$ cat config.mk
export PLATFORM = sky130hd
export DESIGN_NAME = bal_ctrl
export DESIGN_NICKNAME = d
export VERILOG_FILES = /design/src/sv/bal_pkg.sv /design/src/sv/bal_ctrl.sv
export VERILOG_INCLUDE_DIRS = /design/src /design/src/sv
export SDC_FILE = /design/constraint.sdc
export NUM_CORES = 1
export LEC_CHECK = 0
export ABC_CLOCK_PERIOD_IN_PS = 17800
export BUFFER_PORTS_ARGS = -buffer_cell sky130_fd_sc_hd__buf_4
export CAP_MARGIN = 20
export CORE_UTILIZATION = 40
export CTS_BUF_LIST = sky130_fd_sc_hd__clkbuf_8 sky130_fd_sc_hd__clkbuf_16
export CTS_CLUSTER_SIZE = 12
export DETAILED_ROUTE_END_ITERATION = 6
export SKIP_LAST_GASP = 1
export SYNTH_ARGS = -nofsm -noshare
export SYNTH_HDL_FRONTEND = slang
export SYNTH_SLANG_ARGS = --single-unit
$ cat constraint.sdc
create_clock -name clk -period 17.8 [get_ports clk]
set_input_delay 0.89 -clock clk [delete_from_list [all_inputs] [get_ports clk]]
set_output_delay 0.89 -clock clk [all_outputs]
set_load 0.02 [all_outputs]
$ cat src/sv/buddy_allocator_macros.svh
// Assertion macros used by the buddy allocator sequencer
`ifndef BUDDY_ALLOCATOR_MACROS_SVH
`define BUDDY_ALLOCATOR_MACROS_SVH

// same-cycle implication, clocked on clk, off during rst
`define BAL_IMPLIES(label, a, c, msg) \
  label: assert property (@(posedge clk) disable iff (rst) (a) |-> (c)) else $error(msg);

// next-cycle implication, clocked on clk, off during rst
`define BAL_NEXT(label, a, c, msg) \
  label: assert property (@(posedge clk) disable iff (rst) (a) |=> (c)) else $error(msg);

`endif

$ cat src/sv/bal_pkg.sv
// Shared types and constants of the buddy allocator
package bal_pkg;

  localparam logic [31:0] BASE_RESET   = 32'h0080_0000;
  localparam logic [3:0]  HEADER_BYTES = 4'd8;

  localparam logic MODE_ALLOC = 1'b0;
  localparam logic MODE_FREE  = 1'b1;

  localparam logic [1:0] ST_OK   = 2'd0;
  localparam logic [1:0] ST_FAIL = 2'd1;
  localparam logic [1:0] ST_NULL = 2'd2;

  typedef enum logic [1:0] {
    L_ADD    = 2'd0,
    L_UNLINK = 2'd1,
    L_TAKE   = 2'd2,
    L_CLEAR  = 2'd3
  } list_op_t;

  typedef struct packed {
    logic     start;
    list_op_t op;
  } list_cmd_t;

  typedef struct packed {
    logic done;
    logic ok;
  } list_rsp_t;

  typedef enum logic {
    T_READ = 1'b0,
    T_FLIP = 1'b1
  } tree_op_t;

  typedef struct packed {
    logic     start;
    tree_op_t op;
  } tree_cmd_t;

  typedef struct packed {
    logic done;
    logic value;
    logic ready;
  } tree_rsp_t;

endpackage

$ cat src/sv/bal_ctrl.sv
// Allocate/free sequencer driving the free-list and split-bit units
`include "buddy_allocator_macros.svh"
module bal_ctrl #(
  parameter int HEAP_LOG2      = 16,
  parameter int MIN_BLOCK_LOG2 = 4
) (
  input  logic                                              clk,
  input  logic                                              rst,
  input  logic                                              start,
  input  logic                                              mode_in,
  input  logic [15:0]                                       req_in,
  input  logic [31:0]                                       addr_in,
  input  logic [31:0]                                       heap_base,
  input  logic                                              out_free,
  output logic                                              in_ready,
  output logic                                              fin,
  output logic [31:0]                                       res_addr,
  output logic [1:0]                                        res_status,
  output bal_pkg::list_cmd_t                                lcmd,
  output logic [$clog2(HEAP_LOG2-MIN_BLOCK_LOG2+1)-1:0]     l_cls,
  output logic [HEAP_LOG2-MIN_BLOCK_LOG2-1:0]               l_slot,
  input  bal_pkg::list_rsp_t                                lrsp,
  input  logic [HEAP_LOG2-MIN_BLOCK_LOG2-1:0]               l_slot_out,
  output bal_pkg::tree_cmd_t                                tcmd,
  output logic [HEAP_LOG2-MIN_BLOCK_LOG2:0]                 t_node,
  input  bal_pkg::tree_rsp_t                                trsp
);
  import bal_pkg::*;

  localparam int SL     = HEAP_LOG2 - MIN_BLOCK_LOG2;
  localparam int NCLASS = SL + 1;
  localparam int CW     = $clog2(NCLASS);
  localparam int NW     = NCLASS;
  localparam int HB     = HEAP_LOG2;
  localparam int BW     = (HEAP_LOG2 + 1 > 17) ? HEAP_LOG2 + 1 : 17;
  localparam logic [BW-1:0] HEAP_BYTES = BW'(1) << HEAP_LOG2;
  localparam logic [CW-1:0] TOP_CLASS  = CW'(NCLASS - 1);

  typedef enum logic [22:0] {
    S_IDLE     = 23'd1 << 0,
    S_DISPATCH = 23'd1 << 1,
    S_INIT_CLR = 23'd1 << 2,
    S_INIT_ADD = 23'd1 << 3,
    S_A_LOOP   = 23'd1 << 4,
    S_A_TAKE   = 23'd1 << 5,
    S_A_TAKE2  = 23'd1 << 6,
    S_A_FOUND  = 23'd1 << 7,
    S_A_NFLIP  = 23'd1 << 8,
    S_A_SPLIT  = 23'd1 << 9,
    S_A_SFLIP  = 23'd1 << 10,
    S_A_SADD   = 23'd1 << 11,
    S_G_CHK    = 23'd1 << 12,
    S_G_BIT    = 23'd1 << 13,
    S_G_UNL    = 23'd1 << 14,
    S_G_ADDR   = 23'd1 << 15,
    S_G_CLR    = 23'd1 << 16,
    S_G_ADD0   = 23'd1 << 17,
    S_G_FLIP   = 23'd1 << 18,
    S_F_LOOP   = 23'd1 << 19,
    S_F_UNL    = 23'd1 << 20,
    S_F_ADD    = 23'd1 << 21,
    S_DONE     = 23'd1 << 22
  } ctrl_state_t;

  function automatic logic [CW-1:0] class_for(input logic [BW-1:0] b);
    int k;
    k = 0;
    for (int j = 0; j < NCLASS - 1; j++) begin
      if (b > (BW'(1) << (MIN_BLOCK_LOG2 + j))) k = j + 1;
    end
    return CW'(NCLASS - 1 - k);
  endfunction

  function automatic logic [NW-1:0] level_base(input logic [CW-1:0] c);
    return (NW'(1) << c) - NW'(1);
  endfunction

  function automatic logic [NW-1:0] node_of(input logic [HB-1:0] off,
                                            input logic [CW-1:0] c);
    return NW'(off >> (HB - c)) + level_base(c);
  endfunction

  function automatic logic [SL-1:0] slot_of(input logic [NW-1:0] nd,
                                            input logic [CW-1:0] c);
    logic [NW-1:0] d;
    d = nd - level_base(c);
    return SL'(d) << (SL - c);
  endfunction

  ctrl_state_t   state;
  logic          issued;
  logic          mode_q;
  logic [BW-1:0] bytes_q;
  logic [31:0]   addr_q;
  logic [CW-1:0] want, c, uc, lim, gc;
  logic [NW-1:0] node;
  logic [SL-1:0] slot_q;
  logic          heap_ready, ret_take2, gbit;
  logic          use_l, use_t, call_done;
  logic [CW-1:0] cf;
  logic [NW-1:0] root;
  logic [31:0]   off_full;
  logic [HB-1:0] heap_off;
  logic [HB-1:0] slot_off;

  assign cf        = class_for(bytes_q);
  assign root      = level_base(lim);
  assign off_full  = addr_q - 32'(HEADER_BYTES) - heap_base;
  assign heap_off  = off_full[HB-1:0];
  assign slot_off  = {slot_q, {MIN_BLOCK_LOG2{1'b0}}};
  assign call_done = issued && (lrsp.done || trsp.done);

  always_comb begin
    use_l   = 1'b0;
    use_t   = 1'b0;
    lcmd.op = L_ADD;
    l_cls   = lim;
    l_slot  = '0;
    tcmd.op = T_FLIP;
    t_node  = node;
    unique case (state)
      S_INIT_CLR: begin
        use_l = 1'b1; lcmd.op = L_CLEAR; l_cls = TOP_CLASS;
      end
      S_INIT_ADD: begin
        use_l = 1'b1; lcmd.op = L_ADD; l_cls = TOP_CLASS;
      end
      S_A_TAKE, S_A_TAKE2: begin
        use_l = 1'b1; lcmd.op = L_TAKE; l_cls = uc;
      end
      S_A_NFLIP, S_F_LOOP: use_t = (node != '0);
      S_A_SFLIP: use_t = 1'b1;
      S_A_SADD: begin
        use_l = 1'b1; l_cls = uc; l_slot = slot_of(node + NW'(1), uc);
      end
      S_G_BIT: begin
        use_t = 1'b1; tcmd.op = T_READ; t_node = root;
      end
      S_G_UNL: begin
        use_l = 1'b1; lcmd.op = L_UNLINK;
      end
      S_G_ADDR: begin
        use_l = 1'b1; l_slot = slot_of(root + NW'(1), lim);
      end
      S_G_CLR: begin
        use_l = 1'b1; lcmd.op = L_CLEAR;
      end
      S_G_ADD0: use_l = 1'b1;
      S_G_FLIP: begin
        use_t = (root != '0); t_node = root;
      end
      S_F_UNL: begin
        use_l = 1'b1; lcmd.op = L_UNLINK; l_cls = c;
        l_slot = slot_of(((node - NW'(1)) ^ NW'(1)) + NW'(1), c);
      end
      S_F_ADD: begin
        use_l = 1'b1; l_cls = c; l_slot = slot_of(node, c);
      end
      default: use_l = 1'b0;
    endcase
    lcmd.start = use_l && !issued;
    tcmd.start = use_t && !issued;
  end

  assign fin      = (state == S_DONE) && out_free;
  assign in_ready = (state == S_IDLE) && trsp.ready;

  always_ff @(posedge clk) begin
    if (rst) begin
      state      <= S_IDLE;
      issued     <= 1'b0;
      lim        <= TOP_CLASS;
      heap_ready <= 1'b0;
    end else begin
      if ((use_l || use_t) && !issued) begin
        issued <= 1'b1;
      end else if (call_done) begin
        issued <= 1'b0;
      end
      unique case (state)
        S_IDLE: begin
          if (start) begin
            mode_q  <= mode_in;
            bytes_q <= BW'(req_in) + BW'(HEADER_BYTES);
            addr_q  <= addr_in;
            state   <= S_DISPATCH;
          end
        end
        S_DISPATCH: begin
          res_addr   <= '0;
          res_status <= ST_OK;
          if (mode_q == MODE_ALLOC) begin
            if (bytes_q > HEAP_BYTES) begin
              res_status <= ST_FAIL;
              state      <= S_DONE;
            end else begin
              want <= cf;
              c    <= cf;
              if (!heap_ready) begin
                heap_ready <= 1'b1;
                lim        <= TOP_CLASS;
                state      <= S_INIT_CLR;
              end else begin
                state <= S_A_LOOP;
              end
            end
          end else if (addr_q == '0) begin
            res_status <= ST_NULL;
            state      <= S_DONE;
          end else if (!heap_ready || bytes_q > HEAP_BYTES) begin
            state <= S_DONE;
          end else begin
            c     <= cf;
            node  <= node_of(heap_off, cf);
            state <= S_F_LOOP;
          end
        end
        S_INIT_CLR: if (call_done) state <= S_INIT_ADD;
        S_INIT_ADD: if (call_done) state <= S_A_LOOP;
        S_A_LOOP: begin
          uc        <= c;
          gc        <= c;
          ret_take2 <= 1'b0;
          state     <= S_G_CHK;
        end
        S_G_CHK: begin
          if (gc < lim) begin
            state <= S_G_BIT;
          end else begin
            state <= ret_take2 ? S_A_TAKE2 : S_A_TAKE;
          end
        end
        S_G_BIT: begin
          if (call_done) begin
            gbit  <= trsp.value;
            state <= trsp.value ? S_G_ADDR : S_G_UNL;
          end
        end
        S_G_UNL, S_G_ADDR: begin
          if (call_done) begin
            lim   <= lim - CW'(1);
            state <= S_G_CLR;
          end
        end
        S_G_CLR: if (call_done) state <= gbit ? S_G_FLIP : S_G_ADD0;
        S_G_ADD0: if (call_done) state <= S_G_CHK;
        S_G_FLIP: if (!use_t || call_done) state <= S_G_CHK;
        S_A_TAKE: begin
          if (call_done) begin
            if (lrsp.ok) begin
              slot_q <= l_slot_out;
              state  <= S_A_FOUND;
            end else if (uc != lim || uc == '0) begin
              if (c == '0) begin
                res_status <= ST_FAIL;
                state      <= S_DONE;
              end else begin
                c     <= c - CW'(1);
                state <= S_A_LOOP;
              end
            end else begin
              gc        <= uc - CW'(1);
              ret_take2 <= 1'b1;
              state     <= S_G_CHK;
            end
          end
        end
        S_A_TAKE2: begin
          if (call_done) begin
            if (lrsp.ok) begin
              slot_q <= l_slot_out;
              state  <= S_A_FOUND;
            end else begin
              res_status <= ST_FAIL;
              state      <= S_DONE;
            end
          end
        end
        S_A_FOUND: begin
          node  <= node_of(slot_off, uc);
          state <= S_A_NFLIP;
        end
        S_A_NFLIP: if (!use_t || call_done) state <= S_A_SPLIT;
        S_A_SPLIT: begin
          if (uc < want) begin
            node  <= {node[NW-2:0], 1'b1};
            uc    <= uc + CW'(1);
            state <= S_A_SFLIP;
          end else begin
            res_addr <= heap_base + 32'(slot_off) + 32'(HEADER_BYTES);
            state    <= S_DONE;
          end
        end
        S_A_SFLIP: if (call_done) state <= S_A_SADD;
        S_A_SADD: if (call_done) state <= S_A_SPLIT;
        S_F_LOOP: begin
          if (!use_t) begin
            state <= S_F_ADD;
          end else if (call_done) begin
            state <= (trsp.value || c == lim) ? S_F_ADD : S_F_UNL;
          end
        end
        S_F_UNL: begin
          if (call_done) begin
            node  <= (node - NW'(1)) >> 1;
            c     <= c - CW'(1);
            state <= S_F_LOOP;
          end
        end
        S_F_ADD: if (call_done) state <= S_DONE;
        S_DONE: if (out_free) state <= S_IDLE;
        default: state <= S_IDLE;
      endcase
    end
  end

  `BAL_IMPLIES(a_rsp_needs_call, lrsp.done || trsp.done, issued, "unit response with no call")
  `BAL_IMPLIES(a_one_call, lcmd.start, !tcmd.start && !issued, "overlapping unit calls")
  `BAL_NEXT(a_fin_to_idle, fin, state == S_IDLE, "sequencer did not return to idle")
  `BAL_IMPLIES(a_lim_before_init, !heap_ready, lim == TOP_CLASS, "root grew before heap init")

endmodule

== Word-level counts from Yosys, hierarchy flattened ==
Cells that the tools add are included.
Word-level totals
  bits in registers: 156
  word-level logic and storage cells: 284
Operators by class
  add/subtract/negate cells: 29
  order comparisons: 15
  equality and inequality tests: 59
  shifts and indexed selects: 10
  mux-type cells: 98
  bitwise logic cells: 4
  reductions and logical operators: 52
Operator list (count)
  $mux W23: 27
  $pmux W23 S22: 1
  $shl A12 B32 Y12: 4
  $mux W4: 27
  $mux W13: 6
  $pmux W32 S2: 1
  $shr A16 B32 Y13: 2
  $ne A2 B2 Y1 const B: 30
  $pmux W13 S4: 1
  $pmux W12 S4: 1
  $sub A12 B12 Y12: 4
  $shl A1 B4 Y13 const A: 3
  $sub A13 B2 Y13 const B: 3
  $add A12 B1 Y12 const B: 3
  $add A32 B16 Y32: 1
  $add A32 B4 Y32 const B: 1
  $logic_not A32 Y1: 1
  $mux W32: 1
  $add A13 B13 Y13: 2
  $reduce_bool A13 Y1: 2
  $pmux W4 S2: 3
  $pmux W4 S3: 2
  $eq A23 B1 Y1 const B: 1
  $eq A23 B10 Y1 const B: 1
  other kinds (78): 139

== Logic depth before layout (Yosys ltp) ==
  depth in word-level cells: 21
  depth in mapped cells: 30

== Least setup slack after synthesis ==
Ideal clock, no wire load.
  kind: flip-flop to flip-flop
  start point: register bytes_q[8]
  end point: register node[12], data pin
  arrival: 6.459 ns
  slack: 11.072 ns
  cell stages (with the launch flop): 28
  path buffers: 3
  clock period less this slack: 6.728 ns
  cell sequence: edfxtp_1 -> or4_4 -> or3_4 -> o41a_1 -> a221o_1 -> a22oi_2 -> inv_2 -> buf_2 -> ha_1 -> nor2_1 -> buf_1 -> clkbuf_1 -> o22ai_1 -> mux2_2 -> o21ai_0 -> o211ai_1 -> ha_1 -> inv_1 -> ha_1 -> or3_1 -> a311o_1 -> a311oi_1 -> o21bai_1 -> a21o_1 -> xor2_1 -> nor2b_1 -> mux2i_1 -> o211ai_1
Between the ends
  cells in the longest elaborated chain, start to end: 21
Ends and longest elaborated chain
  start, declared: RTL line bal_ctrl.sv:93  | logic [BW-1:0] bytes_q;
  start signal, assigned: RTL line bal_ctrl.sv:184  | bytes_q <= BW'(req_in) + BW'(HEADER_BYTES);
  $gt A17 B5 Y1: RTL line bal_ctrl.sv:69  | if (b > (BW'(1) << (MIN_BLOCK_LOG2 + j))) k = j + 1;
  $mux W1: RTL line bal_ctrl.sv:69
  $mux W2: RTL line bal_ctrl.sv:69
  $mux W4 (9 in series): RTL line bal_ctrl.sv:69
  $mux W4 (*): RTL line bal_ctrl.sv:69
  $sub A3 B4 Y4 (*): RTL line bal_ctrl.sv:71  | return CW'(NCLASS - 1 - k);
  named net cf[0]: RTL line bal_ctrl.sv:100  | logic [CW-1:0] cf;
  $sub A5 B4 Y6 or $shl A1 B4 Y13 (tied branches): RTL line bal_ctrl.sv:80, bal_ctrl.sv:75
  $shr A16 B32 Y13 or $sub A13 B2 Y13 (tied branches): RTL line bal_ctrl.sv:80, bal_ctrl.sv:75
  $add A13 B13 Y13 (*): RTL line bal_ctrl.sv:80  | return NW'(off >> (HB - c)) + level_base(c);
  $mux W13 (*): RTL line bal_ctrl.sv:210  | end else if (!heap_ready || bytes_q > HEAP_BYTES) begin
  $mux W13 (*): RTL line bal_ctrl.sv:207  | end else if (addr_q == '0) begin
  $mux W13 (*): RTL line bal_ctrl.sv:192  | if (mode_q == MODE_ALLOC) begin
  $pmux W13 S4 (*): RTL line bal_ctrl.sv:180  | unique case (state)
  end signal, assigned: RTL line bal_ctrl.sv:214  | node <= node_of(heap_off, cf);
  end signal, assigned: RTL line bal_ctrl.sv:280  | node <= node_of(slot_off, uc);
  end signal, assigned: RTL line bal_ctrl.sv:286  | node <= {node[NW-2:0], 1'b1};
  end, declared: RTL line bal_ctrl.sv:96  | logic [NW-1:0] node;
The timed path passes the listed nets; every way through them passes the cells marked *. The select of a mux whose other input is x is not followed.
A chain may end at the register's enable or synchronous reset.

== Worst setup path after layout ==
  start point: register bytes_q[7]
  end point: register node[11], data pin
Between the ends
  cells in the longest elaborated chain, start to end: 21
Ends and longest elaborated chain (RTL line)
  $gt A17 B5 Y1: bal_ctrl.sv:69
  $mux W1: bal_ctrl.sv:69
  $mux W2: bal_ctrl.sv:69
  $mux W4 (9 in series): bal_ctrl.sv:69
  $mux W4 (*): bal_ctrl.sv:69
  $sub A3 B4 Y4 (*): bal_ctrl.sv:71
  $sub A5 B4 Y6 or $shl A1 B4 Y13 (tied branches): bal_ctrl.sv:80, bal_ctrl.sv:75
  $shr A16 B32 Y13 or $sub A13 B2 Y13 (tied branches): bal_ctrl.sv:80, bal_ctrl.sv:75
  $add A13 B13 Y13 (*): bal_ctrl.sv:80
  $mux W13 (*): bal_ctrl.sv:210
  $mux W13 (*): bal_ctrl.sv:207
  $mux W13 (*): bal_ctrl.sv:192
  $pmux W13 S4 (*): bal_ctrl.sv:180
Every way passes the cells marked *; elsewhere a longest branch is shown, timed or not. The select of a mux whose other input is x is not followed.

==> results.sh <==
export IMPL_async_flop_share=0
export IMPL_drt_first_pass_iters=6
export IMPL_fmax_mhz=126
export IMPL_cts_tree="built"
export IMPL_grt_usage=0.242
export IMPL_fillers=3938
export IMPL_ys_types=88
export IMPL_reg2reg_setup_slack_ns=9.85
export IMPL_gp_congestion=0.974
export IMPL_postPlaceCellArea_sq_mm=0.0179
export IMPL_start_util=0.405
export IMPL_rsz0062_at_grt="false"
export IMPL_die_w_um=203
export IMPL_cp_max_fo=19
export IMPL_dr_total_vias=15081
export IMPL_fin_ws_ns=9.85
export IMPL_holdPathStages=2
export IMPL_clock_sinks=156
export IMPL_drc=0
export IMPL_overflow=0
export IMPL_clock_latency_ns=0.48
export IMPL_setup_tns_ns=0
export IMPL_netlist_top_cells_count="191 x nor2_1, 171 x nand2_1, 168 x ha_1"
export IMPL_wl_per_cell_um=18.9
export IMPL_r2r_cells=25
export IMPL_synthTopCellsByArea="edfxtp_1 24%, ha_1 13%, nor2_1 4.5%"
export IMPL_h_tree_depth=4
export IMPL_finalCritPeriodShare=0.446
export IMPL_final_area_sq_mm=0.0185
export IMPL_synth_enable_flop_cells=127
export IMPL_grt_pass1_wl_mm=78.7
export IMPL_port_buffers=171
export IMPL_seq_area_sq_mm=0.00439
export IMPL_ios=172
export IMPL_ys_dominant_reg_cell="edfxtp_1"
export IMPL_wl_met2_mm=23.1
export IMPL_maxCapViolCount=0
export IMPL_antenna_left=0
export IMPL_cp_end_kind="flop"
export IMPL_drt_total_wl_mm=49.5
export IMPL_drtIter0Drc=1063
export IMPL_cts_hold_buf=0
export IMPL_multiInputGateArea_sq_mm=0.0109
export IMPL_hpwl_mm=39.5
export IMPL_drive_above_1_share=0.136
export IMPL_final_nets=2358
export IMPL_yosysSeqAreaShare=0.273
export IMPL_cts_buffer_depth=2
export IMPL_synthesis_instances=1946
export IMPL_fin_crit_ns=7.95
export IMPL_post_cts_buffers=0
export IMPL_r2r_start="bytes_q[7]"
export IMPL_clk_pin_slew_ns=0.07
export IMPL_grt_pass1_vias=14322
export IMPL_root_buffer="clkbuf_16"
export IMPL_die_h_um=203
export IMPL_routed_top_layer="met4"
export IMPL_crit_path_start_kind="flop"
export IMPL_syn_num_nets=2223
export IMPL_synth_top_area_frac=0.237
export IMPL_yosys_area_top_type="edfxtp_1"
export IMPL_hold_class="flop to flop"
export IMPL_tightest_slew_ns=1.04
export IMPL_hold_viol=0
export IMPL_pre_cts_slack_ns=9.89
export IMPL_numCtsBuffers=17
export IMPL_avgSynthCellArea_sq_um=8.28
export IMPL_critPathRequiredTime_ns=17.99
export IMPL_critical_path_arrival_ns=8.14
export IMPL_core_sq_mm=0.0397
export IMPL_timing_final_max_slew_violations=0
export IMPL_antenna_cells=0
export IMPL_finalSetupViolations=0
export IMPL_fin_util=0.466
export IMPL_vias_per_cell=5.76
export IMPL_grt_max_degree=51
export IMPL_cts_resized=0
export IMPL_synth_seq_cells=156
export IMPL_power_leakage_nw=7.84
export IMPL_yosys_warnings=0
export IMPL_synth_most_common_cell="nor2_1"
export IMPL_worstReg2RegEnd="node[11]"
export IMPL_status="completed"
export IMPL_dieArea_sq_mm=0.0411
export IMPL_wl_met3_mm=2.36
export IMPL_finalClockSkew_ns=0.0258
export IMPL_vdd_drop_max_mv=0.0882
export IMPL_antenna_found_initial=0
export IMPL_power_density_mw_per_mm2=76.3
export IMPL_synth_cell_area_sq_mm=0.0161
export IMPL_hp_start="state[18]"
export IMPL_max_slew_margin_rel=0.305
export IMPL_areaGrowthSynthToFinish_pct=14.9
export IMPL_min_to="state[18]"
export IMPL_crit_type="flop to flop"
export IMPL_num_rows=73
export IMPL_met1_length_mm=22.7
[logic make-up (layout without fill, tap and decap cells)]
kind of cell | Yosys count | in the layout | share of synthesized area
and+or+nand+nor | 719 | 719 | 0.221
AOI/OAI and AO/OA | 478 | 478 | 0.197
buffers and inverters | 227 | 375 | 0.0535
adders and majority gates | 175 | 175 | 0.139
DFF | 156 | 156 | 0.273
xor gates and xnor gates | 126 | 126 | 0.0690
muxes | 65 | 65 | 0.0481
[metal layers]
layer,vias to the layer above,track usage
li1,7428,-
met3,77,0.0305
met2,440,0.398
met4,0,0.0816
met5,-,0
met1,7136,0.327
[metrics by stage]
| step | hold WS (ns) | cells | power [mW] |
|---|---|---|---|
| finish | 0.507 | 2619 | 1.41 |
| global route | 0.540 | 2619 | 1.50 |
| CTS | 0.505 | 2617 | 1.41 |
| detailed placement | 0.492 | 2585 | 1.05 |
| global placement | 0.491 | 2585 | 1.04 |
| floorplan | 0.465 | 1946 | 0.904 |
[sequential cells by signal, indices dropped and copies added, names as in the netlist, 2 cells and up]
name        count
slot_q         12
addr_q         32
bytes_q        17
c               4
lim             4
want            4
uc              4
node           13
state          23
res_status      2
res_addr       32
gc              4
[power by group]
part	internal, mW	switching [mW]	total (mW)
clock	0.194	0.165	0.359
combinational	0.258	0.347	0.605
sequential	0.433	0.0138	0.447
total	0.885	0.525	1.41
[layout make-up]
type,instances,area share
inverter,153,0.0310
clock inverter,15,0.00744
clock buffer,17,0.0230
sequential,156,0.237
tap,525,0.0355
timing repair buffer,190,0.0770
multi-input combinational,1563,0.589
[worst max path at each step]
stage,startpoint,to,cells past startpoint
after global placement,bytes_q[3],node[12],24
after detailed placement,bytes_q[7],node[12],24
after floorplan,bytes_q[8],node[12],27
after global routing,bytes_q[3],node[11],25
final,bytes_q[7],node[11],25
after CTS,bytes_q[7],node[12],24
[placed cells by master, fill, tap and decap left out, types with 9 or more instances in the layout]
master     instances
a21oi_1          109
xor2_1            55
o21bai_1          12
nand3_1           61
o21a_1            17
xnor2_1           70
buf_4            189
nand2b_1          25
nor2b_1           25
nor4_1            30
a21boi_0           9
a221oi_1          10
mux2i_1           38
clkbuf_16         17
nand4_1           15
mux2_2            19
nor2_1           190
and3_1            26
edfxtp_1         127
o31ai_1           11
a31oi_1           22
o211ai_1          15
dfxtp_1           29
or2_2             10
and2_1             9
or3_1             37
nor3_1            64
a21o_1            21
inv_1            149
o21ai_0          121
nand2_1          171
a211oi_1          19
ha_1             168
or4_1             12
[critical path: stages (launching register included)]
cell	delay (ns)
edfxtp_1	0.46
or4_4	0.55
or3_4	0.37
o41a_1	0.38
a221o_1	0.41
a22oi_2	0.69
ha_1	0.40
ha_1	0.42
ha_1	0.75
inv_1	0.26
and3_1	0.21
a221oi_1	0.24
a22oi_1	0.17
ha_1	0.32
inv_1	0.05
ha_1	0.22
fa_1	0.41
a21o_1	0.18
a21oi_1	0.23
o21bai_1	0.09
a21oi_1	0.22
o21ai_0	0.16
a31oi_1	0.22
xnor2_1	0.08
a21oi_1	0.13
o21ai_0	0.09
Note: power is estimated with default switching activity, not from simulation.
